$ cat config.mk
export PLATFORM = sky130hd
export DESIGN_NAME = bcps_dist_unit
export DESIGN_NICKNAME = d
export VERILOG_FILES = /design/src/rtl/core/bcps_pkg.sv /design/src/rtl/core/bcps_dist_unit.sv
export SDC_FILE = /design/constraint.sdc
export NUM_CORES = 2
export LEC_CHECK = 0
export BUFFER_PORTS_ARGS = -buffer_cell sky130_fd_sc_hd__buf_2
export CAP_MARGIN = 20
export CORE_MARGIN = 2
export CORE_UTILIZATION = 60
export CTS_CLUSTER_SIZE = 8
export DETAILED_ROUTE_END_ITERATION = 6
export PLACE_DENSITY = 0.77
export RECOVER_POWER = 25
export SLEW_MARGIN = 20
export SYNTH_ARGS = -nofsm -noshare
export SYNTH_HDL_FRONTEND = slang
export SYNTH_SLANG_ARGS = --single-unit
$ cat constraint.sdc
create_clock -name clock -period 8.8 [get_ports clock]
set_input_delay 0 -clock clock [delete_from_list [all_inputs] [get_ports clock]]
set_output_delay 0 -clock clock [all_outputs]
set_load 0.02 [all_outputs]
$ cat src/rtl/core/bcps_pkg.sv
`timescale 1ns / 1ps
`default_nettype none

package bcps_pkg;

   // Capacity of the point store and width of one stored coordinate.
   localparam int MAX_POINTS  = 1024;
   localparam int COORD_WIDTH = 16;

   // Fixed widths of the channel fields.
   localparam int FIELD_W = 16;
   localparam int INDEX_W = 16;
   localparam int SCORE_W = 48;

   // Derived widths.
   localparam int ADDR_W    = (MAX_POINTS > 1) ? $clog2(MAX_POINTS) : 1;
   localparam int COUNT_W   = $clog2(MAX_POINTS + 1);
   localparam int DIFF_W    = COORD_WIDTH + 1;
   localparam int SQ_W      = 2 * COORD_WIDTH;
   localparam int SQ3_W     = SQ_W + 2;
   localparam int ACC_SUM_W = ((SQ3_W > SCORE_W) ? SQ3_W : SCORE_W) + 1;
   localparam int EXT_W     = 40;

   typedef logic signed [COORD_WIDTH-1:0] coord_type;
   typedef logic [SCORE_W-1:0]            score_type;
   typedef logic [INDEX_W-1:0]            index_type;
   typedef logic [COUNT_W-1:0]            count_type;

   typedef struct packed {
      coord_type x;
      coord_type y;
      coord_type z;
   } point_type;

   localparam score_type SCORE_MAX = '1;

   // Control into the distance unit.
   typedef struct packed {
      logic clear;
      logic valid;
   } dist_ctrl_type;

   // Status back from the distance unit.
   typedef struct packed {
      logic busy;
   } dist_stat_type;

   // Take the low COORD_WIDTH bits of an input field as a signed coordinate.
   function automatic coord_type to_coord(input logic [FIELD_W-1:0] raw);
      logic [EXT_W-1:0] w;
      w = {{(EXT_W - FIELD_W){1'b0}}, raw};
      return w[COORD_WIDTH-1:0];
   endfunction

   // Sign-extend a coordinate and keep the low FIELD_W bits for output.
   function automatic logic [FIELD_W-1:0] to_field(input coord_type c);
      logic [EXT_W-1:0] w;
      w = {{(EXT_W - COORD_WIDTH){c[COORD_WIDTH-1]}}, c};
      return w[FIELD_W-1:0];
   endfunction

endpackage

`default_nettype wire

$ cat src/rtl/core/bcps_dist_unit.sv
`timescale 1ns / 1ps
`default_nettype none

module bcps_dist_unit (
   input  wire                      clock,
   input  wire                      reset,
   input  wire bcps_pkg::dist_ctrl_type  ctrl,
   input  wire bcps_pkg::point_type      cand_point,
   input  wire bcps_pkg::point_type      store_point,
   output bcps_pkg::dist_stat_type  stat,
   output bcps_pkg::score_type      acc
);
   import bcps_pkg::*;

   logic [DIFF_W-1:0]      dx, dy, dz;
   logic [COORD_WIDTH-1:0] ax_in, ay_in, az_in;
   logic [COORD_WIDTH-1:0] ax_ff, ay_ff, az_ff;
   logic [SQ_W-1:0]        sqx_in, sqy_in, sqz_in;
   logic [SQ_W-1:0]        sqx_ff, sqy_ff, sqz_ff;
   logic [SQ3_W-1:0]       sum3_in, sum3_ff;
   logic [ACC_SUM_W-1:0]   acc_sum;
   score_type              acc_in, acc_ff;
   logic                   s1_valid_ff, s2_valid_ff, s3_valid_ff;

   // Stage 1: absolute coordinate differences.
   always_comb begin
      dx = {cand_point.x[COORD_WIDTH-1], cand_point.x}
         - {store_point.x[COORD_WIDTH-1], store_point.x};
      dy = {cand_point.y[COORD_WIDTH-1], cand_point.y}
         - {store_point.y[COORD_WIDTH-1], store_point.y};
      dz = {cand_point.z[COORD_WIDTH-1], cand_point.z}
         - {store_point.z[COORD_WIDTH-1], store_point.z};
      ax_in = dx[DIFF_W-1] ? COORD_WIDTH'(-dx) : dx[COORD_WIDTH-1:0];
      ay_in = dy[DIFF_W-1] ? COORD_WIDTH'(-dy) : dy[COORD_WIDTH-1:0];
      az_in = dz[DIFF_W-1] ? COORD_WIDTH'(-dz) : dz[COORD_WIDTH-1:0];
   end

   // Stage 2: squares of the differences.
   assign sqx_in = SQ_W'(ax_ff) * SQ_W'(ax_ff);
   assign sqy_in = SQ_W'(ay_ff) * SQ_W'(ay_ff);
   assign sqz_in = SQ_W'(az_ff) * SQ_W'(az_ff);

   // Stage 3: squared distance of one point.
   assign sum3_in = SQ3_W'(sqx_ff) + SQ3_W'(sqy_ff) + SQ3_W'(sqz_ff);

   // Stage 4: saturating accumulation of the score.
   always_comb begin
      acc_sum = ACC_SUM_W'(acc_ff) + ACC_SUM_W'(sum3_ff);
      if (acc_sum > ACC_SUM_W'(SCORE_MAX)) begin
         acc_in = SCORE_MAX;
      end else begin
         acc_in = acc_sum[SCORE_W-1:0];
      end
   end

   // Pipeline valid bits.
   always_ff @(posedge clock) begin
      if (reset || ctrl.clear) begin
         s1_valid_ff <= 1'b0;
         s2_valid_ff <= 1'b0;
         s3_valid_ff <= 1'b0;
      end else begin
         s1_valid_ff <= ctrl.valid;
         s2_valid_ff <= s1_valid_ff;
         s3_valid_ff <= s2_valid_ff;
      end
   end

   // Datapath registers.
   always_ff @(posedge clock) begin
      ax_ff   <= ax_in;
      ay_ff   <= ay_in;
      az_ff   <= az_in;
      sqx_ff  <= sqx_in;
      sqy_ff  <= sqy_in;
      sqz_ff  <= sqz_in;
      sum3_ff <= sum3_in;
   end

   // Accumulator, zeroed at the start of each candidate.
   always_ff @(posedge clock) begin
      if (reset || ctrl.clear) begin
         acc_ff <= '0;
      end else if (s3_valid_ff) begin
         acc_ff <= acc_in;
      end
   end

   assign stat.busy = s1_valid_ff | s2_valid_ff | s3_valid_ff;
   assign acc       = acc_ff;

endmodule

`default_nettype wire

==> results.py <==
metrics = {
    "setup_path": {
        "critPathLaunchType": "flop",
        "r2r_end": "sqz_ff[30]$_DFF_P_",
        "critPathKind": "reg -> reg",
        "critPathArrivalTime_ns": 7.35,
        "path_depth": 23,
        "cpMaxStageDelayCell": "dfxtp_1",
        "r2r-start": "az_ff[13]$_DFF_P_",
        "crit_path_frequent_cell": "fa_1",
        "required_ns": 9.22,
        "reg2reg_slack_ns": 1.86,
        "r2r_cells": 23,
        "path_max_fanout": 14,
        "crit_buf_inv": 4,
        "setup.worst_path.end": "sqz_ff[30]$_DFF_P_",
        "worstPathCellList": "inv_1 -> nor2_1 -> ha_1 -> xor2_1 -> fa_1 -> inv_1 -> fa_1 -> fa_1 -> fa_1 -> inv_1 -> fa_1 -> inv_1 -> ha_1 -> and3_1 -> and2_1 -> a221oi_1 -> o21ai_1 -> a41o_1 -> nor4b_1 -> nor3_1 -> nor3_1 -> a21oi_1 -> xor2_1",
        "crit_family": "adder cells",
        "end_kind": "flop",
        "critPathMaxStageDelay_ns": 0.66,
        "critPathLaunch": "az_ff[13]$_DFF_P_",
    },
    "synthesis": {
        "synth_area_um2": 34150,
        "synth-edff-count": 0,
        "synth_cell_types": 99,
        "synth_top_area_cell": "fa_1",
        "synth_area_leaders": "fa_1 31%, ha_1 15%, dfxtp_1 13%",
        "yosysWarningCount": 0,
        "synth_top_area_frac": 0.3060,
        "synthFlopType": "dfxtp_1",
        "ys_seq_area_frac": 0.1325,
        "ys_ff_latch": 226,
        "synth_area_per_cell_um2": 8.942,
        "async_flop_share": 0,
        "syn_inst": 3819,
    },
    "cts": {
        "ctsRootBufferMaster": "clkbuf_16",
        "path_clk_slew_ns": 0.06,
        "cts.sinks": 226,
        "cts_buffers": 35,
        "clockBufferDepth": 3,
        "clock_latency_ns": 0.57,
        "cts.repair.resized": 0,
        "tritoncts": "yes",
        "htreeDepth": 2,
    },
    "floorplan": {
        "coreArea_um2": 56280,
        "io_pins": 149,
        "num_rows": 87,
        "die_x_um": 242.6,
        "start_util": 0.6068,
        "die_h_um": 242.6,
        "die-area_um2": 58840,
    },
    "timing": {
        "worst_pin_slew_ns": 2.413,
        "setup_viol": 0,
        "grt_setup_unrepaired": "false",
        "slew_viol_final": 109,
        "min_period_ns": 6.935,
        "timing.setup.tns_ns": 0,
        "hold_violations": 0,
        "post-route-period-util": 0.7881,
        "maxSlewHeadroom": -0.6085,
        "finClkSkew_ns": 0.03528,
        "fmax_mhz": 144.2,
    },
    "status": {
        "status": "finished with violations",
        "violations": "max-capacitance violations, max-slew violations",
    },
    "worst_hold_path": {
        "hold_start": "cand_point[13]",
        "hp-class": "in -> reg",
    },
    "route": {
        "route.detailed.drc": 0,
        "vias": 25600,
        "drt_first_pass_iters": 7,
        "wl_per_cell_um": 15.67,
        "drt_iter0_drc": 1388,
        "wirelength_um": 73840,
        "vias_per_cell": 5.432,
        "final_antenna_net_count": 0,
    },
    "place": {
        "gp_congestion": 0.9013,
        "io_buffer_count": 148,
        "hpwl_um": 61050,
    },
    "cells_and_area": {
        "layout_commonest_cell": "inv_1",
        "mostFrequentLayoutCells": "842 x inv_1, 522 x fa_1, 414 x ha_1",
        "diodes": 0,
        "final_net_count": 4985,
        "drive_gt1_frac": 0.05410,
        "fillers": 4685,
        "area_growth_pct": 7.643,
    },
    "global_route": {
        "grt_pass1_wl_um": 126800,
        "grt_use_total": 0.2609,
        "grt_max_degree": 67,
        "grt_pass1_vias": 26660,
        "grt-ovfl-total": 0,
        "grt_antenna_before_repair": 1,
    },
    "run": {
        "drv_cap": 2,
    },
}
-- worst register-to-register path: stages, from the launching register on --
cell and delay [ns]:
dfxtp_1 0.66, inv_1 0.25, nor2_1 0.23, ha_1 0.29, xor2_1 0.19, fa_1 0.54, inv_1 0.06, fa_1 0.48
fa_1 0.50, fa_1 0.49, inv_1 0.05, fa_1 0.47, inv_1 0.04, ha_1 0.35, and3_1 0.23, and2_1 0.16
a221oi_1 0.27, o21ai_1 0.17, a41o_1 0.31, nor4b_1 0.38, nor3_1 0.11, nor3_1 0.29, a21oi_1 0.13, xor2_1 0.16
-- cell type report --
class,count,area (um2),share of cell area
inverters,842,3161,0.08598
flip-flops and latches,226,4526,0.1231
well taps,756,945.9,0.02573
clock buffers,38,897.1,0.02441
repair buffers,180,987.2,0.02686
clock inverters,6,95.09,0.002587
multi-input cells,2664,26150,0.7113
-- layer usage --
| layer | track usage | routed length, um | vias up |
|---|---|---|---|
| met5 | 0 | 13 | - |
| met4 | 0.06821 | 1763 | 2 |
| met3 | 0.03328 | 3897 | 129 |
| met2 | 0.4492 | 35780 | 658 |
| met1 | 0.3487 | 32380 | 12450 |
| li1 | - | - | 12360 |
-- metrics by stage --
stage	hold WS, ns	setup slack, ns	util	instance area (um2)	instances
2_1_floorplan	0.1217	2.468	-	34160	3821
3_3_place_gp	0.2156	2.157	0.6312	35520	4638
3_5_place_dp	0.2033	1.936	0.6314	35540	4638
4_1_cts	0.0009405	1.907	0.6544	36830	4712
5_1_grt	0.05410	1.462	0.6532	36760	4712
6_report	0.01411	1.865	0.6532	36760	4712
-- synth_stat cells (43+ instances only) --
library cell and n:
nand2_1 309, and2_1 128, nand3_1 43, xor2_1 74, a21o_1 80, o21ai_0 114
ha_1 414, dfxtp_1 226, clkbuf_1 82, a21oi_1 162, nor2_1 187, inv_1 842
xnor2_1 162, fa_1 522
-- cell families (layout without fill, tap and decap cells) --
group,count (synthesis),after routing,share of synthesized area
mux,14,14,0.004250
buf+inv,931,1066,0.1026
simple gates,864,864,0.1218
compound gates,611,611,0.1206
fa+ha+maj,936,936,0.4577
flops,226,226,0.1325
xor+xnor,236,236,0.06053
other cells,1,3,0.0001098
-- state kept, by name, summed over array words and instances, names as in the netlist --
name         cells
ax_ff           16
s1_valid_ff      1
s3_valid_ff      1
sqy_ff          31
sum3_ff         34
az_ff           16
sqz_ff          31
ay_ff           16
acc             48
s2_valid_ff      1
sqx_ff          31
-- timing repair --
action | CTS | global route
hold endpoints to repair | 43 | 0
hold buffers | 30 | 0
setup buffers | 0 | 0
-- worst min path at each step --
stage | end | slack, ns | depth (start not counted)
after floorplan | s1_valid_ff$_SDFF_PP0_ | 0.12 | 1
after global placement | s1_valid_ff$_SDFF_PP0_ | 0.22 | 2
after detailed placement | s1_valid_ff$_SDFF_PP0_ | 0.20 | 2
after CTS | az_ff[13]$_DFF_P_ | 0.0009 | 4
after global routing | az_ff[1]$_DFF_P_ | 0.05 | 4
final | az_ff[13]$_DFF_P_ | 0.01 | 4
Power is left out: the tool's default activity adds up to more than one toggle a clock period on the data nets, which glitch-free logic cannot reach.
